File: src/hdl/i2ra_pkg.sv
// shared constants, types and the digit glyph lookup for the integer to ascii converter
// no dependencies; imported by i2ra_div, integer_to_radix_ascii_core and its test
package i2ra_pkg;

    localparam int VALUE_WIDTH = 64;
    localparam int IN_VALUE_W  = 64;
    localparam int RADIX_IN_W  = 8;
    localparam int LIMIT_W     = 7;
    localparam int S_TDATA_W   = 80;
    localparam int S_TUSER_W   = 1;
    localparam int CHAR_W      = 8;

    localparam int DIGIT_W     = 4;
    localparam int RADIX_W     = DIGIT_W + 1;
    localparam int STORE_DEPTH = 64;
    localparam int ADDR_W      = $clog2(STORE_DEPTH);
    localparam int COUNT_W     = ADDR_W + 1;
    localparam int STEP_W      = $clog2(VALUE_WIDTH);

    localparam logic [RADIX_IN_W-1:0] RADIX_MIN  = RADIX_IN_W'(2);
    localparam logic [RADIX_IN_W-1:0] RADIX_MAX  = RADIX_IN_W'(16);
    localparam logic [LIMIT_W-1:0]    MAX_CHARS  = LIMIT_W'(STORE_DEPTH);
    localparam logic [CHAR_W-1:0]     MINUS_CHAR = 8'h2D;
    localparam logic [CHAR_W-1:0]     ZERO_CHAR  = 8'h30;
    localparam logic [CHAR_W-1:0]     ALPHA_CHAR = 8'h41;

    typedef struct packed {
        logic                   done;
        logic [VALUE_WIDTH-1:0] quotient;
        logic [DIGIT_W-1:0]     remainder;
    } div_res_t;

    function automatic logic [CHAR_W-1:0] glyph(input logic [DIGIT_W-1:0] d);
        logic [CHAR_W-1:0] ch;
        if (d < DIGIT_W'(10)) begin
            ch = ZERO_CHAR + CHAR_W'(d);
        end else begin
            ch = ALPHA_CHAR + CHAR_W'(d - DIGIT_W'(10));
        end
        return ch;
    endfunction

endpackage

File: src/hdl/integer_to_radix_ascii_core.sv
// integer to ascii conversion in radix 2..16: sequencer, digit store and output register
// depends on i2ra_pkg, i2ra_div and i2ra_ram
// each digit takes a test, a division by the bit-serial divider and a store; then an init
// state, and each character passes select, load and output states (the minus sign skips load)
// the conversion time of a long value is set mostly by the bit-serial divider
// one item at a time: s_tready is high only when the previous item is fully emitted
// aresetn is synchronous and active low; it clears the sequencer and the divider
// control, the digit store holds no reset state
module integer_to_radix_ascii_core (
    input  logic                             aclk,
    input  logic                             aresetn,
    input  logic                             s_tvalid,
    output logic                             s_tready,
    input  logic [i2ra_pkg::S_TDATA_W-1:0]   s_tdata,  // value_bits, radix_request, out_limit
    input  logic [i2ra_pkg::S_TUSER_W-1:0]   s_tuser,  // signed_mode
    output logic                             m_tvalid,
    input  logic                             m_tready,
    output logic [i2ra_pkg::CHAR_W-1:0]      m_tdata,  // out_char
    output logic                             m_tlast
);
    import i2ra_pkg::*;

    typedef enum logic [6:0] {
        ST_IDLE = 7'b0000001,
        ST_TEST = 7'b0000010,
        ST_DIV  = 7'b0000100,
        ST_INIT = 7'b0001000,
        ST_SEL  = 7'b0010000,
        ST_LOAD = 7'b0100000,
        ST_OUT  = 7'b1000000
    } state_t;

    state_t                 state_reg, state_next;
    logic [VALUE_WIDTH-1:0] quot_reg, quot_next;
    logic [RADIX_W-1:0]     radix_reg, radix_next;
    logic [LIMIT_W-1:0]     limit_reg, limit_next;
    logic                   neg_reg, neg_next;
    logic [COUNT_W-1:0]     count_reg, count_next;
    logic [COUNT_W-1:0]     pos_reg, pos_next;
    logic [COUNT_W-1:0]     left_reg, left_next;
    logic [CHAR_W-1:0]      char_reg, char_next;

    logic [VALUE_WIDTH-1:0] in_value;
    logic                   in_neg;
    logic [RADIX_IN_W-1:0]  in_radix;
    logic [LIMIT_W-1:0]     in_limit;
    logic [COUNT_W-1:0]     total;
    logic [COUNT_W-1:0]     emit;

    logic                   div_start;
    div_res_t               div_res;

    logic                   ram_we;
    logic [ADDR_W-1:0]      ram_waddr;
    logic [DIGIT_W-1:0]     ram_wdata;
    logic [ADDR_W-1:0]      ram_raddr;
    logic [DIGIT_W-1:0]     ram_rdata;

    assign in_value = s_tdata[VALUE_WIDTH-1:0];
    assign in_neg   = s_tuser[0] & in_value[VALUE_WIDTH-1];
    assign in_radix = s_tdata[IN_VALUE_W +: RADIX_IN_W];
    assign in_limit = s_tdata[IN_VALUE_W + RADIX_IN_W +: LIMIT_W];

    assign total = count_reg + COUNT_W'(neg_reg);
    assign emit  = (total < COUNT_W'(limit_reg)) ? total : COUNT_W'(limit_reg);

    always_comb begin
        state_next = state_reg;
        quot_next  = quot_reg;
        radix_next = radix_reg;
        limit_next = limit_reg;
        neg_next   = neg_reg;
        count_next = count_reg;
        pos_next   = pos_reg;
        left_next  = left_reg;
        char_next  = char_reg;
        div_start  = 1'b0;
        ram_we     = 1'b0;
        ram_waddr  = count_reg[ADDR_W-1:0];
        ram_wdata  = div_res.remainder;
        ram_raddr  = ADDR_W'(pos_reg - COUNT_W'(1));
        case (state_reg)
            ST_IDLE: begin
                if (s_tvalid) begin
                    // magnitude taken modulo 2^width, so the most negative value works
                    quot_next  = in_neg ? (~in_value + VALUE_WIDTH'(1)) : in_value;
                    neg_next   = in_neg;
                    count_next = '0;
                    if (in_radix < RADIX_MIN) begin
                        radix_next = RADIX_W'(RADIX_MIN);
                    end else if (in_radix > RADIX_MAX) begin
                        radix_next = RADIX_W'(RADIX_MAX);
                    end else begin
                        radix_next = in_radix[RADIX_W-1:0];
                    end
                    limit_next = (in_limit > MAX_CHARS) ? MAX_CHARS : in_limit;
                    state_next = ST_TEST;
                end
            end
            ST_TEST: begin
                if (quot_reg != '0) begin
                    div_start  = 1'b1;
                    state_next = ST_DIV;
                end else begin
                    if (count_reg == '0) begin
                        // zero prints as a single digit
                        ram_we     = 1'b1;
                        ram_wdata  = '0;
                        count_next = COUNT_W'(1);
                    end
                    state_next = ST_INIT;
                end
            end
            ST_DIV: begin
                if (div_res.done) begin
                    ram_we     = 1'b1;
                    quot_next  = div_res.quotient;
                    count_next = count_reg + COUNT_W'(1);
                    state_next = ST_TEST;
                end
            end
            ST_INIT: begin
                left_next = emit;
                pos_next  = count_reg;
                if (emit == '0) begin
                    state_next = ST_IDLE;
                end else begin
                    state_next = ST_SEL;
                end
            end
            ST_SEL: begin
                if (neg_reg) begin
                    char_next  = MINUS_CHAR;
                    neg_next   = 1'b0;
                    state_next = ST_OUT;
                end else begin
                    pos_next   = pos_reg - COUNT_W'(1);
                    state_next = ST_LOAD;
                end
            end
            ST_LOAD: begin
                char_next  = glyph(ram_rdata);
                state_next = ST_OUT;
            end
            ST_OUT: begin
                if (m_tready) begin
                    left_next = left_reg - COUNT_W'(1);
                    if (left_reg == COUNT_W'(1)) begin
                        state_next = ST_IDLE;
                    end else begin
                        state_next = ST_SEL;
                    end
                end
            end
            default: begin
                state_next = ST_IDLE;
            end
        endcase
    end

    always_ff @(posedge aclk) begin
        if (!aresetn) begin
            state_reg <= ST_IDLE;
        end else begin
            state_reg <= state_next;
        end
        quot_reg  <= quot_next;
        radix_reg <= radix_next;
        limit_reg <= limit_next;
        neg_reg   <= neg_next;
        count_reg <= count_next;
        pos_reg   <= pos_next;
        left_reg  <= left_next;
        char_reg  <= char_next;
    end

    i2ra_div u_div (
        .aclk     (aclk),
        .aresetn  (aresetn),
        .start    (div_start),
        .dividend (quot_reg),
        .divisor  (radix_reg),
        .res      (div_res)
    );

    i2ra_ram #(
        .WIDTH (DIGIT_W),
        .DEPTH (STORE_DEPTH)
    ) u_digit_store (
        .aclk  (aclk),
        .we    (ram_we),
        .waddr (ram_waddr),
        .wdata (ram_wdata),
        .raddr (ram_raddr),
        .rdata (ram_rdata)
    );

    assign s_tready = (state_reg == ST_IDLE);
    assign m_tvalid = (state_reg == ST_OUT);
    assign m_tdata  = char_reg;
    assign m_tlast  = (left_reg == COUNT_W'(1));

`ifndef SYNTH
    a_one_side_at_a_time: assert property (@(posedge aclk) disable iff (!aresetn)
        !(s_tready && m_tvalid))
        else $error("input ready while an item is pending on the output");
    a_store_not_full: assert property (@(posedge aclk) disable iff (!aresetn)
        (state_reg == ST_DIV) |-> (count_reg < COUNT_W'(STORE_DEPTH)))
        else $error("digit store overflow");
    a_digit_available: assert property (@(posedge aclk) disable iff (!aresetn)
        (state_reg == ST_SEL && !neg_reg) |-> (pos_reg != '0))
        else $error("digit read below the first stored digit");
    a_last_frees_input: assert property (@(posedge aclk) disable iff (!aresetn)
        (m_tvalid && m_tready && m_tlast) |=> s_tready)
        else $error("input not ready after the last character");
    a_left_nonzero: assert property (@(posedge aclk) disable iff (!aresetn)
        m_tvalid |-> (left_reg != '0))
        else $error("character pending with nothing left to emit");
`endif

endmodule

File: src/hdl/i2ra_ram.sv
// generic simple dual port ram, one write port and one registered read port
// no dependencies
module i2ra_ram #(
    parameter int WIDTH = 4,
    parameter int DEPTH = 64
) (
    input  logic                     aclk,
    input  logic                     we,
    input  logic [$clog2(DEPTH)-1:0] waddr,
    input  logic [WIDTH-1:0]         wdata,
    input  logic [$clog2(DEPTH)-1:0] raddr,
    output logic [WIDTH-1:0]         rdata
);

    logic [WIDTH-1:0] mem [DEPTH];
    logic [WIDTH-1:0] rdata_reg;

    always_ff @(posedge aclk) begin
        if (we) begin
            mem[waddr] <= wdata;
        end
        rdata_reg <= mem[raddr];
    end

    assign rdata = rdata_reg;

endmodule

File: src/hdl/i2ra_div.sv
// bit-serial restoring divider: value by a radix of 2..16, one quotient bit per cycle
// depends on i2ra_pkg
module i2ra_div (
    input  logic                                aclk,
    input  logic                                aresetn,
    input  logic                                start,
    input  logic [i2ra_pkg::VALUE_WIDTH-1:0]    dividend,
    input  logic [i2ra_pkg::RADIX_W-1:0]        divisor,
    output i2ra_pkg::div_res_t                  res
);
    import i2ra_pkg::*;

    logic                   busy_reg, busy_next;
    logic                   done_reg, done_next;
    logic [STEP_W-1:0]      step_reg, step_next;
    logic [VALUE_WIDTH-1:0] work_reg, work_next;
    logic [DIGIT_W-1:0]     rem_reg, rem_next;
    logic [RADIX_W-1:0]     divisor_reg, divisor_next;
    logic [RADIX_W-1:0]     trial;
    logic                   fits;

    // remainder stays below the divisor, so the trial fits in five bits
    assign trial = {rem_reg, work_reg[VALUE_WIDTH-1]};
    assign fits  = (trial >= divisor_reg);

    always_comb begin
        busy_next    = busy_reg;
        done_next    = 1'b0;
        step_next    = step_reg;
        work_next    = work_reg;
        rem_next     = rem_reg;
        divisor_next = divisor_reg;
        if (start && !busy_reg) begin
            busy_next    = 1'b1;
            step_next    = STEP_W'(VALUE_WIDTH - 1);
            work_next    = dividend;
            rem_next     = '0;
            divisor_next = divisor;
        end else if (busy_reg) begin
            work_next = {work_reg[VALUE_WIDTH-2:0], fits};
            rem_next  = fits ? DIGIT_W'(trial - divisor_reg) : trial[DIGIT_W-1:0];
            step_next = step_reg - STEP_W'(1);
            if (step_reg == '0) begin
                busy_next = 1'b0;
                done_next = 1'b1;
            end
        end
    end

    always_ff @(posedge aclk) begin
        if (!aresetn) begin
            busy_reg <= 1'b0;
            done_reg <= 1'b0;
        end else begin
            busy_reg <= busy_next;
            done_reg <= done_next;
        end
        step_reg    <= step_next;
        work_reg    <= work_next;
        rem_reg     <= rem_next;
        divisor_reg <= divisor_next;
    end

    assign res.done      = done_reg;
    assign res.quotient  = work_reg;
    assign res.remainder = rem_reg;

`ifndef SYNTH
    a_done_after_busy: assert property (@(posedge aclk) disable iff (!aresetn)
        done_reg |-> $past(busy_reg))
        else $error("divider done without a running division");
    a_rem_below_divisor: assert property (@(posedge aclk) disable iff (!aresetn)
        done_reg |-> (RADIX_W'(rem_reg) < divisor_reg))
        else $error("remainder not below divisor");
    a_no_done_while_busy: assert property (@(posedge aclk) disable iff (!aresetn)
        done_reg |-> !busy_reg)
        else $error("divider done while still busy");
`endif

endmodule

File: config.mk
export PLATFORM = sky130hd
export DESIGN_NAME = integer_to_radix_ascii_core
export DESIGN_NICKNAME = d
export VERILOG_FILES = /design/src/hdl/i2ra_pkg.sv /design/src/hdl/integer_to_radix_ascii_core.sv /design/src/hdl/i2ra_ram.sv /design/src/hdl/i2ra_div.sv
export SDC_FILE = /design/constraint.sdc
export NUM_CORES = 1
export LEC_CHECK = 0
export ABC_CLOCK_PERIOD_IN_PS = 5340
export BUFFER_PORTS_ARGS = -buffer_cell sky130_fd_sc_hd__buf_2
export CAP_MARGIN = 30
export CORE_AREA = 2 2 197 199
export CTS_BUF_LIST = sky130_fd_sc_hd__clkbuf_16
export CTS_CLUSTER_SIZE = 25
export DETAILED_ROUTE_END_ITERATION = 12
export DIE_AREA = 0 0 199 201
export HOLD_SLACK_MARGIN = 0.03
export PLACE_DENSITY = 0.73
export SYNTH_ARGS = -nofsm -noshare
export SYNTH_HDL_FRONTEND = slang
export SYNTH_SLANG_ARGS = --single-unit
File: constraint.sdc
create_clock -name aclk -period 5.34 [get_ports aclk]
set_clock_uncertainty 0.2 [all_clocks]
set_input_delay 0.534 -clock aclk [delete_from_list [all_inputs] [get_ports aclk]]
set_output_delay 0.534 -clock aclk [all_outputs]
set_load 0.01 [all_outputs]
==> results.toml, run 1 <==
[floorplan]
dieArea_mm2 = 0.04000
core-area_mm2 = 0.03811
ios = 96
rows = 72
die_h_um = 201
die_w_um = 199
start_util = 0.5503

[drt]
drt_iter0_drc = 1012
drt_pass1_iterations = 6
drt_wl_total_um = 45600
antenna_left = 0
viasPerCell = 5.941
drcViolationCount = 0
vias = 12900
wl_per_cell_um = 21.01

[critical_path]
required_ps = 5360
cp-end-kind = "flop"
path_cells = "or4_1, or3_1, nor3_2, a22oi_1, nand4b_1, nor2_1"
cp.arrival_ps = 4040
cp_slowest_stage_delay_ps = 790
cp_slowest_cell = "nand4b_1"
critPathMaxFanout = 8
worstSetupStartpointType = "flop"
worstSetupPathType = "flop to flop"

[synthesis]
postSynth.asyncResetShare = 0
synthFlopType = "edfxtp_1"
synth.top_cells.by_count = "429 x edfxtp_1, 171 x nor2_1, 110 x nand2_1"
synth_top_area_frac = 0.6144
ys_seq_area_frac = 0.6363
synth_area_leaders = "edfxtp_1 61%, mux4_2 7.7%, nor2_1 3.1%"
syn_inst = 1526
synth_top_cell_by_area = "edfxtp_1"
synth-edff-count = 429
yosysMostFrequentCell = "edfxtp_1"
ys_warn_count = 0
ys_ff_latch = 452
avgSynthCellArea_um2 = 13.74
synth.net_count = 1637
synth_cell_types = 68
netlist_area_mm2 = 0.02097

[finish]
finalNonFillerCells = 2171
finish.instance_area_mm2 = 0.02361
largest_reg_flops = 256
layout-drive-gt1-share = 0.2051
synthToLayoutAreaGrowth_pct = 12.58
final_core_util = 0.6195
fin_nets = 1725
nFillCells = 2835
n_antenna_cell = 0

[global_routing]
grt_pass1_wl_um = 71530
antenna_found_initial = 4
gr-usage-all-layers = 0.2335
overflow = 0
grt_pass1_vias = 12720
grt_max_degree = 95

[timing]
final_max_slew_viol_count = 0
final.period_utilization = 0.7518
worst_slew_pin_slew_ps = 1039
hold_ws_ps = 68.54
finalSetupViolCount = 0
rsz0062_at_grt = "false"
fmax_ghz = 0.2491
hold_viol = 0
setup_tns_ps = 0
maxSlewHeadroom = 0.3074
finalCriticalPeriod_ps = 4015

[power_and_ir_drop]
clock_power_share = 0.351
internal-power_mw = 6.839
vdd_drop_max_mv = 0.2984
p_leak_nw = 7.926
swShare = 0.2610
power_frac_seq = 0.513
switching_power_mw = 2.416
combinationalPowerShare = 0.136
power.density_mw_per_mm2 = 392.0

[clock_network]
tritoncts = "yes"
clock-root-buffer = "clkbuf_16"
clk-insertion-delay-late_ps = 590
clk_pin_slew_ps = 60
cts_buffer_depth = 3
post_cts_resized = 0
cts_htree_levels = 2
clock-sinks = 452
numCtsBuffers = 47

[placement]
io_buffers = 93
dpl.hpwl_um = 30000
dp_cells = 2076
place_area_mm2 = 0.02200
routabilityCongestion = 0.9038

[run_status]
status = "finished, final reports clean"

[flow_run]
cap_violations = 0

[worst_hold_path]
hold_path_class = "primary input to flop"
kinds of logic (layout without fill, tap and decap cells):
| family | Yosys count | in the layout | synth area share |
|---|---|---|---|
| compound gates | 204 | 204 | 0.05740 |
| xor+xnor | 89 | 89 | 0.03717 |
| fa+ha+maj | 26 | 26 | 0.01587 |
| buf+inv | 124 | 251 | 0.02303 |
| flops | 452 | 452 | 0.6363 |
| mux | 152 | 152 | 0.1195 |
| other cells | 1 | 1 | 0.0001788 |
| simple gates | 478 | 478 | 0.1106 |
worst max-delay path, delay by kind of cell (launching register included):
| kind | cells | cell delay (ps) |
|---|---|---|
| simple gates | 5 | 2810 |
| compound gates | 1 | 270 |
| flops | 1 | 370 |
per-layer routing:
metal / GRT usage / part of all wire / up-vias
met1: 0.3209 / 0.41 / 6362
met5: 0 / 0.0012 / -
met3: 0.04839 / 0.069 / 96
li1: - / - / 5976
met2: 0.3820 / 0.49 / 456
met4: 0.06130 / 0.024 / 8
power by group through the flow:
stage               clock (mW)  sequential [mW]  combinational [mW]
detailed placement           0             4.82                1.26
global placement             0             4.81                1.17
finish                    3.25             4.75                1.26
global route              3.44             4.79                1.40
floorplan                    0             4.74               0.855
CTS                       3.30             4.75                1.27
timing repair:
item	4_1_cts	5_1_grt
hold buffers	7	0
endpoints found under the hold margin	11	0
setup endpoints to repair	0	0
setup buffers	0	0
cell type report:
| cell class | count | area, µm² | share of cell area |
|---|---|---|---|
| tap | 518 | 648.1 | 0.02746 |
| clock inverter | 40 | 330.3 | 0.01399 |
| timing repair buffer | 123 | 740.7 | 0.03138 |
| multi-input combinational | 950 | 7193 | 0.3047 |
| clock buffer | 48 | 1201 | 0.05088 |
| inverter | 40 | 150.1 | 0.006360 |
| sequential | 452 | 13340 | 0.5652 |
layout by cell type (no fill, tap or decap), drive strengths merged, types with 14 or more instances in the layout:
cell | synthesis | final
inv | 40 | 51
clkinv | 0 | 22
buf | 24 | 115
xor2 | 36 | 36
edfxtp | 429 | 429
mux2 | 66 | 66
nor3 | 32 | 32
nand3 | 24 | 24
clkbuf | 60 | 48
a21oi | 58 | 58
o21ai | 73 | 73
xnor2 | 53 | 53
o31ai | 14 | 14
a31oi | 18 | 18
mux2i | 14 | 14
nand2 | 110 | 110
ha | 25 | 25
or3 | 14 | 14
or4 | 14 | 14
dfxtp | 23 | 23
mux4 | 72 | 72
nor2 | 171 | 171
nor4 | 35 | 35
worst paths after layout:
check / startpoint / end / slack (ps) / cells past startpoint
max reg2reg: state_reg[6] / u_digit_store.mem[46][1] / 1330 / 6
max: state_reg[6] / u_digit_store.mem[46][1] / 1330 / 6
min reg2reg: radix_reg[4] / u_div.divisor_reg[4] / 220 / 0
min: s_tdata[67] / radix_reg[3] / 70 / 2
metrics by stage:
step                power (mW)  setup WS (ps)
floorplan                5.594          222.3
global placement         5.981           1530
detailed placement       6.073           1421
CTS                      9.315           1374
global route             9.629           1173
finish                   9.255           1325
(Power assumes the default switching activity.)
==> run 2, diff against run 1 <==
--- a/config.mk
+++ b/config.mk
@@ -5,16 +5,16 @@
 export SDC_FILE = /design/constraint.sdc
 export NUM_CORES = 1
 export LEC_CHECK = 0
-export ABC_CLOCK_PERIOD_IN_PS = 5340
+export ABC_CLOCK_PERIOD_IN_PS = 4100
 export BUFFER_PORTS_ARGS = -buffer_cell sky130_fd_sc_hd__buf_2
 export CAP_MARGIN = 30
-export CORE_AREA = 2 2 197 199
+export CORE_AREA = 2 2 187 189
 export CTS_BUF_LIST = sky130_fd_sc_hd__clkbuf_16
 export CTS_CLUSTER_SIZE = 25
 export DETAILED_ROUTE_END_ITERATION = 12
-export DIE_AREA = 0 0 199 201
+export DIE_AREA = 0 0 189 191
 export HOLD_SLACK_MARGIN = 0.03
-export PLACE_DENSITY = 0.73
+export PLACE_DENSITY = 0.77
 export SYNTH_ARGS = -nofsm -noshare
 export SYNTH_HDL_FRONTEND = slang
 export SYNTH_SLANG_ARGS = --single-unit
==> constraint.sdc (replaced) <==
create_clock -name aclk -period 4.1 [get_ports aclk]
set_clock_uncertainty 0.2 [all_clocks]
set_input_delay 0.41 -clock aclk [delete_from_list [all_inputs] [get_ports aclk]]
set_output_delay 0.41 -clock aclk [all_outputs]
set_load 0.01 [all_outputs]
==> run 2 against run 1 <==
Sequential power is 29% higher. Combinational power grew 37%. Worst setup slack worse by 890 ps. Routed wire length is 3.9% higher. Sequential cell count unchanged. Critical path depth unchanged. Core utilization increased by 7.4 points. Highest routed layer unchanged. Register-to-register slack worse by 890 ps. Via count increased by 2.2%.
==> results.toml, run 2 (synthesis results as in run 1) <==
[run_status]
status = "finished, final reports clean"

[placement]
place_ws_ps = 495.6
io_buffers = 93
dpl.hpwl_um = 31250
routabilityCongestion = 0.8597
dp_cells = 2023
place_area_mm2 = 0.02204

[critical_path]
worstSetupStartpointType = "flop"
required_ps = 4100
critPathMaxFanout = 8
r2r_start = "state_reg[6]"
rr_worst_depth = 6
path_cells = "or4_1, or3_1, nor3_2, a22oi_1, or4b_1, nor2_1"
path_buf_inv = 0
cp-end-kind = "flop"
rrSetupSlack_ps = 430
cp_slowest_cell = "or4b_1"
cp.arrival_ps = 3670
r2r-end = "u_digit_store.mem[28][0]"
worstSetupPathType = "flop to flop"
cp_slowest_stage_delay_ps = 860
crit_family = "simple AND/OR/NAND/NOR gates"

[finish]
finalNonFillerCells = 2121
fin_nets = 1741
n_antenna_cell = 0
layout-drive-gt1-share = 0.2047
largest_reg_flops = 256
most-common-layout-cells = "429 x edfxtp_1, 170 x nor2_1, 110 x nand2_1, 93 x buf_2, 72 x mux4_2"
synthToLayoutAreaGrowth_pct = 12.86
final_core_util = 0.6937
finish.instance_area_mm2 = 0.02367
final_common_cell = "edfxtp_1"

[global_routing]
grt_pass1_wl_um = 72860
overflow = 0
grt_max_degree = 95
grt_pass1_vias = 13200
antenna_found_initial = 4
gr-usage-all-layers = 0.2649

[timing]
setup_slack_ps = 432.9
rsz0062_at_grt = "false"
maxSlewHeadroom = 0.3193
finalCriticalPeriod_ps = 3667
final_max_slew_viol_count = 0
final.period_utilization = 0.8944
setup_tns_ps = 0
hold_viol = 0
hold_ws_ps = 52.91
fmax_ghz = 0.2727
finalSetupViolCount = 0
worst_slew_pin_slew_ps = 1021

[clock_network]
clock-root-buffer = "clkbuf_16"
cts_buffer_depth = 3
numCtsBuffers = 45
cts_htree_levels = 2
clock-sinks = 452
tritoncts = "yes"
post_cts_resized = 0
postCtsSetupRepairBufs = 0
clk-insertion-delay-late_ps = 560
clk_pin_slew_ps = 60

[flow_run]
cap_violations = 0

[floorplan]
core-area_mm2 = 0.03412
rows = 68
dieArea_mm2 = 0.03610
ios = 96
die_h_um = 191
die_w_um = 189
start_util = 0.6146

[worst_hold_path]
hold_path_class = "primary input to flop"
worstHoldStart = "s_tdata[31]"
hold_path_depth = 3
whs_endpoint = "quot_reg[31]"

[drt]
drt_iter0_drc = 1106
viasPerCell = 6.212
drt_wl_total_um = 47380
vias = 13180
antenna_left = 0
drcViolationCount = 0
drt_pass1_iterations = 5
wl_per_cell_um = 22.34

[power_and_ir_drop]
p_leak_nw = 7.987
vdd_drop_max_mv = 0.4080
finalPower_mw = 12.01
power.density_mw_per_mm2 = 507.3
run 2: cell count changes in the layout (fill, tap and decap cells not counted):
cell             previous run  this run
buf_4                      19        27
clkinv_1                   10        13
clkinv_2                   11         6
inv_6                       3         2
clkdlybuf4s18_2             1         0
clkinv_8                    1         2
buf_16                      1         0
buf_12                      1         6
dlygate4sd3_1               7        15
clkbuf_16                  48        45
bufinv_16                   5         6
clkinvlp_4                  2         1
buf_2                      94        93
run 2: timing repair:
action | in CTS | in global routing
endpoints found under the hold margin | 17 | 0
hold buffers | 15 | 0
setup endpoints to repair | 0 | 0
run 2: final cells by class:
cell class | instances | area (µm²)
inverter | 40 | 150.1
clock buffer | 45 | 1126
tap | 455 | 569.3
sequential | 452 | 13340
timing repair buffer | 141 | 938.4
clock inverter | 38 | 346.6
fill | 2257 | 10450
multi-input combinational | 950 | 7193
run 2: worst max-delay path by stage:
stage | startpoint | end | slack (ps) | cells after the start
after floorplan | pos_reg[0] | u_digit_store.rdata[0] | 340 | 11
final | state_reg[6] | u_digit_store.mem[28][0] | 430 | 6
after CTS | state_reg[6] | u_digit_store.mem[28][0] | 420 | 6
after global routing | quot_reg[47] | u_digit_store.mem[28][0] | 180 | 7
after detailed placement | state_reg[3] | u_digit_store.mem[36][0] | 500 | 6
after global placement | quot_reg[28] | u_digit_store.mem[20][0] | 630 | 7
run 2: power breakdown:
group	internal [mW]	switching [mW]	total, mW
combinational	0.605	1.13	1.73
sequential	5.89	0.261	6.15
clock	2.38	1.73	4.12
run 2: layer usage:
layer	GRT usage	routed length, µm	vias up
li1	-	-	6005
met1	0.3361	18560	6495
met2	0.4577	23830	543
met3	0.04938	3239	125
met4	0.09796	1700	8
met5	0	46	-
run 2: worst register-to-register path: stages, from the launching register on:
cell	delay (ps)
dfxtp_1	360
or4_1	560
or3_1	440
nor3_2	240
a22oi_1	210
or4b_1	860
nor2_1	460
